<file path="src/design/loa_pkg.sv">
// loa_pkg: shared constants, types and the ozone extinction profile
// used by the layer ozone absorption top level and its divider
// no dependencies
package loa_pkg;

    localparam int unsigned HEIGHT_W   = 16;
    localparam int unsigned DEPTH_W    = 24;
    localparam int unsigned COEFF_W    = 32;
    localparam int unsigned EXT_W      = 20;
    localparam int unsigned SUM_W      = 36;
    localparam int unsigned PROD_W     = 60;
    localparam int unsigned DEN_W      = 26;
    localparam int unsigned SLAB_IDX_W = 6;
    localparam int unsigned TABLE_MAX  = 64;

    localparam int unsigned SLAB_M     = 2000;
    localparam int unsigned CEILING_M  = 52000;
    localparam int unsigned DEN_SCALE  = 1000;

    // (x * 131) >> 14 for x < 4096 is floor(x / 125) or one below it
    localparam int unsigned RECIP_125   = 131;
    localparam int unsigned RECIP_SHIFT = 14;

    // divider dividend is the product shifted down by the 256 of the denominator
    localparam int unsigned DIVD_W = PROD_W - 8;

    typedef struct packed {
        logic done;
        logic sat;
    } t_div_stat;

    // Q0.24 extinction per slab, entry 0 and everything past the profile read zero
    function automatic logic [EXT_W-1:0] ext_lookup(input logic [SLAB_IDX_W-1:0] idx);
        logic [EXT_W-1:0] v;
        case (idx)
            6'd1:    v = 20'd175322;
            6'd2:    v = 20'd144318;
            6'd3:    v = 20'd111132;
            6'd4:    v = 20'd106300;
            6'd5:    v = 20'd112256;
            6'd6:    v = 20'd172302;
            6'd7:    v = 20'd305681;
            6'd8:    v = 20'd469930;
            6'd9:    v = 20'd507175;
            6'd10:   v = 20'd600457;
            6'd11:   v = 20'd805474;
            6'd12:   v = 20'd969723;
            6'd13:   v = 20'd950933;
            6'd14:   v = 20'd801783;
            6'd15:   v = 20'd604148;
            6'd16:   v = 20'd443757;
            6'd17:   v = 20'd335712;
            6'd18:   v = 20'd237901;
            6'd19:   v = 20'd178006;
            6'd20:   v = 20'd124554;
            6'd21:   v = 20'd91738;
            6'd22:   v = 20'd58536;
            6'd23:   v = 20'd36625;
            6'd24:   v = 20'd21978;
            6'd25:   v = 20'd13724;
            6'd26:   v = 20'd9144;
            default: v = '0;
        endcase
        return v;
    endfunction

endpackage

</file>
<file path="src/design/loa_in_if.sv">
// loa_in_if: input channel of the layer ozone absorption block
// depends on loa_pkg for field widths
interface loa_in_if
    import loa_pkg::*;
();
    logic                valid;
    logic                ready;
    logic [HEIGHT_W-1:0] layer_bottom;
    logic [HEIGHT_W-1:0] layer_top;
    logic [DEPTH_W-1:0]  column_depth;

    modport source (output valid, output layer_bottom, output layer_top,
                    output column_depth, input ready);
    modport sink   (input valid, input layer_bottom, input layer_top,
                    input column_depth, output ready);
endinterface

</file>
<file path="src/design/loa_out_if.sv">
// loa_out_if: result channel of the layer ozone absorption block
// depends on loa_pkg for field widths
interface loa_out_if
    import loa_pkg::*;
();
    logic               valid;
    logic               ready;
    logic [COEFF_W-1:0] absorption_coeff;
    logic               no_path;

    modport source (output valid, output absorption_coeff, output no_path,
                    input ready);
    modport sink   (input valid, input absorption_coeff, input no_path,
                    output ready);
endinterface

</file>
<file path="src/design/loa_div.sv">
// loa_div: restoring divider, one quotient bit per cycle, flagging quotients past 32 bits
// depends on loa_pkg
module loa_div
    import loa_pkg::*;
(
    input  logic               i_clk,
    input  logic               i_rst_n,
    input  logic               i_start,
    input  logic [DIVD_W-1:0]  i_dividend,
    input  logic [DEN_W-1:0]   i_divisor,
    output t_div_stat          o_stat,
    output logic [COEFF_W-1:0] o_quot
);

    localparam int unsigned HI_W  = DIVD_W - COEFF_W;
    localparam int unsigned CNT_W = $clog2(COEFF_W + 1);

    logic               r_busy;
    logic               r_done;
    logic               r_sat;
    logic [CNT_W-1:0]   r_cnt;
    logic [DEN_W-1:0]   r_rem;
    logic [DEN_W-1:0]   r_den;
    logic [COEFF_W-1:0] r_q;

    logic [DEN_W:0]     w_trial;
    logic               w_ge;
    logic               w_ovf;

    // quotient overflows 32 bits when the high part already reaches the divisor
    assign w_ovf   = {{(DEN_W-HI_W){1'b0}}, i_dividend[DIVD_W-1:COEFF_W]} >= i_divisor;
    assign w_trial = {r_rem, r_q[COEFF_W-1]};
    assign w_ge    = w_trial >= {1'b0, r_den};

    always_ff @(posedge i_clk) begin
        if (!i_rst_n) begin
            r_busy <= 1'b0;
            r_done <= 1'b0;
            r_cnt  <= '0;
        end else begin
            r_done <= 1'b0;
            if (i_start) begin
                if (w_ovf) begin
                    r_done <= 1'b1;
                end else begin
                    r_busy <= 1'b1;
                    r_cnt  <= CNT_W'(COEFF_W);
                end
            end else if (r_busy) begin
                r_cnt <= r_cnt - 1'b1;
                if (r_cnt == CNT_W'(1)) begin
                    r_busy <= 1'b0;
                    r_done <= 1'b1;
                end
            end
        end
    end

    always_ff @(posedge i_clk) begin
        if (i_start) begin
            r_sat <= w_ovf;
            r_den <= i_divisor;
            r_rem <= {{(DEN_W-HI_W){1'b0}}, i_dividend[DIVD_W-1:COEFF_W]};
            r_q   <= i_dividend[COEFF_W-1:0];
        end else if (r_busy) begin
            r_rem <= w_ge ? DEN_W'(w_trial - {1'b0, r_den}) : w_trial[DEN_W-1:0];
            r_q   <= {r_q[COEFF_W-2:0], w_ge};
        end
    end

    assign o_stat.done = r_done;
    assign o_stat.sat  = r_sat;
    assign o_quot      = r_q;

`ifndef NO_ASSERTIONS
    a_rem_below_den: assert property (@(posedge i_clk) disable iff (!i_rst_n)
        r_busy |-> r_rem < r_den)
        else $error("divider remainder not below divisor");

    a_done_pulse: assert property (@(posedge i_clk) disable iff (!i_rst_n)
        r_done |=> !r_done)
        else $error("divider done held longer than one cycle");

    a_start_when_idle: assert property (@(posedge i_clk) disable iff (!i_rst_n)
        i_start |-> !r_busy)
        else $error("divider started while busy");
`endif

endmodule

</file>
<file path="src/design/layer_ozone_absorption.sv">
// layer_ozone_absorption: ozone optical depth per metre of one atmospheric layer
// depends on loa_pkg, loa_in_if, loa_out_if and loa_div
// sequence: setup, then slab steps in S_WALK, one per cycle through the shared
//   multiplier, ending on the slab that holds the top or with a stop step at the
//   ceiling or table end, then the two product halves (S_MUL0, S_MUL1), the divider
//   start, the divide (quotient bits then done, or done at once on overflow) and the load
// empty or out-of-profile layers skip straight from setup to the result load
// flow: one layer at a time; a result still held by the sink stalls the load and
//   so the input
// reset: synchronous active-low i_rst_n returns the sequencer to idle and empties
//   the result register; no memory to clear
module layer_ozone_absorption
    import loa_pkg::*;
#(
    parameter int unsigned TABLE_ENTRIES = 27
) (
    input  logic        i_clk,
    input  logic        i_rst_n,
    loa_in_if.sink      i_in,
    loa_out_if.source   o_out
);

    // sequencer states
    localparam logic [2:0] S_IDLE  = 3'd0;
    localparam logic [2:0] S_SETUP = 3'd1;
    localparam logic [2:0] S_WALK  = 3'd2;
    localparam logic [2:0] S_MUL0  = 3'd3;
    localparam logic [2:0] S_MUL1  = 3'd4;
    localparam logic [2:0] S_DIVST = 3'd5;
    localparam logic [2:0] S_DIV   = 3'd6;
    localparam logic [2:0] S_DONE  = 3'd7;

    localparam int unsigned END_W  = HEIGHT_W + 1;
    localparam int unsigned DZ_W   = $clog2(SLAB_M + 1);
    localparam int unsigned MA_W   = DEPTH_W;
    localparam int unsigned MB_W   = SUM_W / 2;
    localparam int unsigned MP_W   = MA_W + MB_W;
    localparam int unsigned RCP_W  = HEIGHT_W - 4 + 8;
    localparam int unsigned LIM_W  = SLAB_IDX_W + 1;

    // state and working registers
    logic [2:0]            r_state,  n_state;
    logic [HEIGHT_W-1:0]   r_bot;
    logic [HEIGHT_W-1:0]   r_top;
    logic [DEPTH_W-1:0]    r_cd;
    logic [HEIGHT_W-1:0]   r_h;        // height reached so far
    logic [END_W-1:0]      r_end;      // upper edge of the current slab
    logic [SLAB_IDX_W-1:0] r_l;        // current slab index
    logic [SUM_W-1:0]      r_sum;      // sum of thickness times extinction
    logic [PROD_W-1:0]     r_prod;     // sum times column depth
    logic [DEN_W-1:0]      r_den;      // 1000 * thickness
    logic                  r_nopath;

    // result register, decouples the sequencer from the sink
    logic                  r_out_valid;
    logic [COEFF_W-1:0]    r_coeff;
    logic                  r_out_nopath;

    // setup: slab of the bottom height by reciprocal multiply and one correction
    logic [RCP_W-1:0]      w_rcp;
    logic [SLAB_IDX_W-1:0] w_q0;
    logic [END_W-1:0]      w_base0;
    logic [END_W-1:0]      w_rem0;
    logic                  w_corr;
    logic [SLAB_IDX_W-1:0] w_lb;
    logic [END_W-1:0]      w_end0;
    logic                  w_skip;

    // walk step
    logic                  w_stop;
    logic                  w_last;
    logic [HEIGHT_W-1:0]   w_nxt;
    logic [DZ_W-1:0]       w_dz;

    // shared multiplier
    logic [MA_W-1:0]       w_mul_a;
    logic [MB_W-1:0]       w_mul_b;
    logic [MP_W-1:0]       w_mul_p;

    logic                  w_load_out;
    logic                  w_div_start;
    t_div_stat             w_div_stat;
    logic [COEFF_W-1:0]    w_div_quot;

    assign i_in.ready = (r_state == S_IDLE);

    assign w_rcp   = RCP_W'(r_bot[HEIGHT_W-1:4]) * RCP_W'(RECIP_125);
    assign w_q0    = w_rcp[RCP_W-1:RECIP_SHIFT];
    assign w_base0 = END_W'(w_q0) * END_W'(SLAB_M);
    assign w_rem0  = {1'b0, r_bot} - w_base0;
    assign w_corr  = w_rem0 >= END_W'(SLAB_M);
    assign w_lb    = w_corr ? w_q0 + SLAB_IDX_W'(2) : w_q0 + SLAB_IDX_W'(1);
    assign w_end0  = w_corr ? w_base0 + END_W'(2 * SLAB_M) : w_base0 + END_W'(SLAB_M);

    // empty layer, bottom above ceiling, or bottom slab past the profile
    assign w_skip = (r_top <= r_bot)
                 || (r_bot >= HEIGHT_W'(CEILING_M))
                 || ({1'b0, w_lb} >= LIM_W'(TABLE_ENTRIES));

    // the walk ends at the ceiling, at the table end, or once the top is reached
    assign w_stop = (r_h >= HEIGHT_W'(CEILING_M))
                 || ({1'b0, r_l} >= LIM_W'(TABLE_ENTRIES));
    assign w_last = {1'b0, r_top} <= r_end;
    assign w_nxt  = w_last ? r_top : r_end[HEIGHT_W-1:0];
    assign w_dz   = DZ_W'(w_nxt - r_h);

    // one multiplier: slab terms during the walk, then the two halves of sum * depth
    always_comb begin
        w_mul_a = MA_W'(ext_lookup(r_l));
        w_mul_b = MB_W'(w_dz);
        if (r_state == S_MUL0) begin
            w_mul_a = r_cd;
            w_mul_b = r_sum[MB_W-1:0];
        end else if (r_state == S_MUL1) begin
            w_mul_a = r_cd;
            w_mul_b = r_sum[SUM_W-1:MB_W];
        end
    end

    assign w_mul_p = MP_W'(w_mul_a) * MP_W'(w_mul_b);

    assign w_load_out  = (r_state == S_DONE) && (!r_out_valid || o_out.ready);
    assign w_div_start = (r_state == S_DIVST);

    always_comb begin
        n_state = r_state;
        unique case (r_state)
            S_IDLE:  if (i_in.valid) n_state = S_SETUP;
            S_SETUP: n_state = w_skip ? S_DONE : S_WALK;
            S_WALK:  if (w_stop || w_last) n_state = S_MUL0;
            S_MUL0:  n_state = S_MUL1;
            S_MUL1:  n_state = S_DIVST;
            S_DIVST: n_state = S_DIV;
            S_DIV:   if (w_div_stat.done) n_state = S_DONE;
            S_DONE:  if (w_load_out) n_state = S_IDLE;
            default: n_state = S_IDLE;
        endcase
    end

    always_ff @(posedge i_clk) begin
        if (!i_rst_n) begin
            r_state     <= S_IDLE;
            r_out_valid <= 1'b0;
        end else begin
            r_state <= n_state;
            if (w_load_out) begin
                r_out_valid <= 1'b1;
            end else if (o_out.ready) begin
                r_out_valid <= 1'b0;
            end
        end
    end

    // datapath
    always_ff @(posedge i_clk) begin
        unique case (r_state)
            S_IDLE: begin
                if (i_in.valid) begin
                    r_bot <= i_in.layer_bottom;
                    r_top <= i_in.layer_top;
                    r_cd  <= i_in.column_depth;
                end
            end
            S_SETUP: begin
                r_h      <= r_bot;
                r_end    <= w_end0;
                r_l      <= w_lb;
                r_sum    <= '0;
                r_nopath <= w_skip;
                r_den    <= DEN_W'((r_top - r_bot) * DEN_W'(DEN_SCALE));
            end
            S_WALK: begin
                if (!w_stop) begin
                    r_sum <= r_sum + SUM_W'(w_mul_p);
                    r_h   <= w_nxt;
                    if (!w_last) begin
                        r_end <= r_end + END_W'(SLAB_M);
                        r_l   <= r_l + 1'b1;
                    end
                end
            end
            S_MUL0: r_prod <= PROD_W'(w_mul_p);
            S_MUL1: r_prod <= r_prod + {w_mul_p, {MB_W{1'b0}}};
            S_DIVST, S_DIV, S_DONE: begin
            end
            default: begin
            end
        endcase
    end

    // divider result stays put until the next start, so the beat is built on load
    always_ff @(posedge i_clk) begin
        if (w_load_out) begin
            r_out_nopath <= r_nopath;
            r_coeff      <= r_nopath ? '0 :
                            (w_div_stat.sat ? {COEFF_W{1'b1}} : w_div_quot);
        end
    end

    // floor(sum * depth / (256 * 1000 * t)) = floor((product >> 8) / (1000 * t))
    loa_div u_div (
        .i_clk      (i_clk),
        .i_rst_n    (i_rst_n),
        .i_start    (w_div_start),
        .i_dividend (r_prod[PROD_W-1:8]),
        .i_divisor  (r_den),
        .o_stat     (w_div_stat),
        .o_quot     (w_div_quot)
    );

    assign o_out.valid            = r_out_valid;
    assign o_out.absorption_coeff = r_coeff;
    assign o_out.no_path          = r_out_nopath;

`ifndef NO_ASSERTIONS
    a_nopath_zero: assert property (@(posedge i_clk) disable iff (!i_rst_n)
        o_out.valid && o_out.no_path |-> o_out.absorption_coeff == '0)
        else $error("no_path beat with nonzero coefficient");

    a_walk_below_top: assert property (@(posedge i_clk) disable iff (!i_rst_n)
        r_state == S_WALK |-> r_h <= r_top && r_h < r_end[HEIGHT_W-1:0] + 1'b1)
        else $error("walk height left the layer");

    a_dz_one_slab: assert property (@(posedge i_clk) disable iff (!i_rst_n)
        r_state == S_WALK && !w_stop |-> w_dz <= DZ_W'(SLAB_M))
        else $error("slab thickness above one slab");

    a_div_done_in_div: assert property (@(posedge i_clk) disable iff (!i_rst_n)
        w_div_stat.done |-> r_state == S_DIV)
        else $error("divider finished outside the divide state");
`endif

endmodule
</file>
<file path="src/flat_wrapper.sv">
// flat-port wrapper written by rule: the top's interface ports become plain ports
module layer_ozone_absorption_flat import loa_pkg::*;
#(
    parameter int unsigned TABLE_ENTRIES = 27
)
  (i_clk, i_rst_n, i_in_valid, i_in_layer_bottom, i_in_layer_top, i_in_column_depth, i_in_ready, o_out_valid, o_out_absorption_coeff, o_out_no_path, o_out_ready);
  loa_in_if i_in_i ();
  loa_out_if o_out_i ();
  input  logic i_clk;
  input  logic i_rst_n;
  input wire logic [$bits(i_in_i.valid)-1:0] i_in_valid;
  input wire logic [$bits(i_in_i.layer_bottom)-1:0] i_in_layer_bottom;
  input wire logic [$bits(i_in_i.layer_top)-1:0] i_in_layer_top;
  input wire logic [$bits(i_in_i.column_depth)-1:0] i_in_column_depth;
  output wire logic [$bits(i_in_i.ready)-1:0] i_in_ready;
  output wire logic [$bits(o_out_i.valid)-1:0] o_out_valid;
  output wire logic [$bits(o_out_i.absorption_coeff)-1:0] o_out_absorption_coeff;
  output wire logic [$bits(o_out_i.no_path)-1:0] o_out_no_path;
  input wire logic [$bits(o_out_i.ready)-1:0] o_out_ready;
  assign i_in_i.valid = i_in_valid;
  assign i_in_i.layer_bottom = i_in_layer_bottom;
  assign i_in_i.layer_top = i_in_layer_top;
  assign i_in_i.column_depth = i_in_column_depth;
  assign i_in_ready = i_in_i.ready;
  assign o_out_valid = o_out_i.valid;
  assign o_out_absorption_coeff = o_out_i.absorption_coeff;
  assign o_out_no_path = o_out_i.no_path;
  assign o_out_i.ready = o_out_ready;
  layer_ozone_absorption #(.TABLE_ENTRIES(TABLE_ENTRIES)) u_core (.i_clk(i_clk), .i_rst_n(i_rst_n), .i_in(i_in_i), .o_out(o_out_i));
endmodule
</file>
<file path="config.mk">
export PLATFORM = sky130hd
export DESIGN_NAME = layer_ozone_absorption_flat
export DESIGN_NICKNAME = d
export VERILOG_FILES = /design/src/design/loa_pkg.sv /design/src/design/loa_in_if.sv /design/src/design/loa_out_if.sv /design/src/design/loa_div.sv /design/src/design/layer_ozone_absorption.sv /design/src/flat_wrapper.sv
export SDC_FILE = /design/constraint.sdc
export NUM_CORES = 2
export LEC_CHECK = 0
export BUFFER_PORTS_ARGS = -buffer_cell sky130_fd_sc_hd__clkbuf_2
export CORE_MARGIN = 2
export CORE_UTILIZATION = 65
export CTS_CLUSTER_DIAMETER = 60
export DETAILED_ROUTE_END_ITERATION = 6
export GPL_ROUTABILITY_DRIVEN = 0
export PLACE_DENSITY_LB_ADDON = 0.2
export SETUP_SLACK_MARGIN = 0.4
export SYNTH_ARGS = -nofsm -noshare
export SYNTH_HDL_FRONTEND = slang
export SYNTH_SLANG_ARGS = --single-unit
</file>
<file path="constraint.sdc">
create_clock -name i_clk -period 15.67 [get_ports i_clk]
set_input_delay 0 -clock i_clk [delete_from_list [all_inputs] [get_ports i_clk]]
set_output_delay 0 -clock i_clk [all_outputs]
set_load 0.02 [all_outputs]
</file>
==> metrics.cfg <==
[cts]
clk_pin_slew_ps=60
cts_made_buffers=43
clk_latency_ps=600
cts_tree=yes
clk_path_buf_depth=3
cts_setup_buffers=0
cts_sinks=350
root_buffer=clkbuf_16
htree_levels=2

[worst_setup_path]
reg2regPathDepth=53
crit_fanout=30
crit_type=flop to flop
critPathBufInv=6
critPathArrivalTime_ps=14170
cp-end-kind=flop
cpMostUsedCell=o21ai_0
critPathMaxStageDelay_ps=690
path_delay_family=compound AO/OA/AOI/OAI gates
cp.required_ps=15970
slowest_stage=a211o_1
cp_num_cells=53
start_kind=flop

[yosys]
syn_area_sq_mm=0.0403
ys_seq_area_frac=0.251
synth_common_cells=inv_1, nand2_1, fa_1
ys_warn_count=0
syn-num-nets=5354
synth_cell_types=99
synth.top_cell.area_share=0.232
syn_inst=4448
yosysMostFrequentCell=inv_1
ys.flop_type=edfxtp_1
synth.area.top_cells=edfxtp_1, fa_1, ha_1, inv_1, nand2_1
synth_top_cell_by_area=edfxtp_1
ys_async_sr_fraction=0
synth-edff-count=312
syn_area_per_cell_sq_um=9.07
synth_seq_cells=350

[sta]
period_needed_ps=13870
fmax_ghz=0.0721
setup_viol_count_final=0
setup-tns-final_ps=0
slew_headroom=0.172
tightest_slew_ps=1240
slew_viol_final=0
fin_crit_sh=0.885
clock_skew_ps=37.9
hold_viol=0
rsz0062_at_grt=false

[floorplan]
rows=91
io_pins=95
die-area_sq_mm=0.0641
die_w_um=253
initial_core_util=0.656
die_y_um=253
core_area_sq_mm=0.0615

[placement]
numPortBuffers=94
dp_hpwl_um=78700

[detailed_routing]
routed-via-count=31900
drt_iter0_markers=2766
wl_um=103000
ant_nets=0
drc=1
viasPerCell=5.93
route.detailed.wl_per_inst_um=19.1
first_pass_iters=7

[global_routing]
gr-usage-all-layers=0.325
globalRouteOverflowTotal=0
grt_pass1_vias=31400
grt_pass1_wl_um=164000
antenna_found_initial=1
grt_max_degree=72

[final_layout]
nNetsFinal=5460
drive_above_1_share=0.0621
fillCellCount=4691
syn_to_final_growth_pct=8.31
antenna_cells=0

[hold_path]
holdPathStages=2
hold_path.class=input pin to flop

[status]
outcome=complete, but fails checks
violations=DRC

[flow_run]
drv_cap=0

[layout make-up]
cell class | instances | area (sq um) | area share
clock buffer | 47 | 1100 | 0.0252
clock inverter | 31 | 347 | 0.00793
inverter | 763 | 2870 | 0.0657
multi-input combinational | 3191 | 26800 | 0.613
sequential | 350 | 10100 | 0.232
tap | 790 | 988 | 0.0226
timing repair buffer | 205 | 1450 | 0.0332
[layer usage]
metal | global-route usage | routed length, um
met5 | 0 | 11
met4 | 0.130 | 4360
met3 | 0.0571 | 8300
met2 | 0.533 | 48700
met1 | 0.431 | 41400
[registers in the layout, summed over array words and instances, names as in the netlist, 3 cells and up, named ones only]
signal / flops
u_core.r_end: 13
u_core.r_prod: 52
u_core.r_sum: 36
u_core.u_div.r_den: 23
u_core.r_l: 6
u_core.r_state: 3
u_core.r_cd: 24
u_core.o_out.absorption_coeff: 32
u_core.r_h: 16
u_core.r_bot: 16
u_core.u_div.r_cnt: 6
u_core.r_den: 23
u_core.u_div.o_quot: 32
u_core.r_top: 16
u_core.u_div.r_rem: 26
[cell usage in the layout, fill, tap and decap left out, drive strengths merged, types with 9 or more instances in the layout]
cell type	instances
dlygate4sd3	59
o31a	10
xnor2	137
o31ai	12
o21a	57
ha	408
a22oi	9
buf	52
nor2b	23
o21bai	37
and3	16
mux2i	16
nand3	44
o211ai	23
nand2	577
or2	14
nor2	434
mux2	10
a21boi	15
inv	768
fa	438
clkinv	19
o21ai	188
nand2b	58
nand4	19
a21o	80
edfxtp	312
a21oi	226
and2	42
a211oi	24
clkbuf	141
a31oi	24
or3	12
nor3	44
dfxtp	38
xor2	69
[path summary, 6_finish.rpt]
kind / slack (ps) / to / from
setup / recovery: 1800 / u_core.r_prod[59] / u_core.r_end[14]
hold / removal: 110 / u_core.r_cd[11] / i_in_column_depth[11]
setup reg to reg: 1800 / u_core.r_prod[59] / u_core.r_end[14]
hold reg to reg: 460 / u_core.u_div.r_den[12] / u_core.r_den[12]
[timing repair]
item / 4_1_cts / 5_1_grt
hold buffers: 59 / 0
endpoints found under the hold margin: 68 / 0
resized for setup: 0 / 0
[logic make-up after synthesis]
logic type | after synthesis | synth area share
AO/OA/AOI/OAI | 793 | 0.126
AND/OR/NAND/NOR | 1320 | 0.142
adder cells (fa/ha/maj) | 846 | 0.344
buffers and inverters | 907 | 0.0860
XOR/XNOR | 206 | 0.0447
multiplexers | 26 | 0.00676
flip-flops | 350 | 0.251
[through the flow]
step | instance area (sq um) | util | hold WS (ps) | cells | setup slack, ps
2_1_floorplan | 40300 | - | 98.9 | 4448 | 3500
3_3_place_gp | 41700 | 0.677 | 177 | 5240 | 2400
3_5_place_dp | 41700 | 0.677 | 179 | 5240 | 2080
4_1_cts | 43700 | 0.711 | 84.9 | 5377 | 1900
5_1_grt | 43700 | 0.711 | 120 | 5377 | 645
6_report | 43700 | 0.711 | 114 | 5377 | 1800
Power is left out: the tool's default activity adds up to more than one toggle a clock period on the data nets, which glitch-free logic cannot reach.
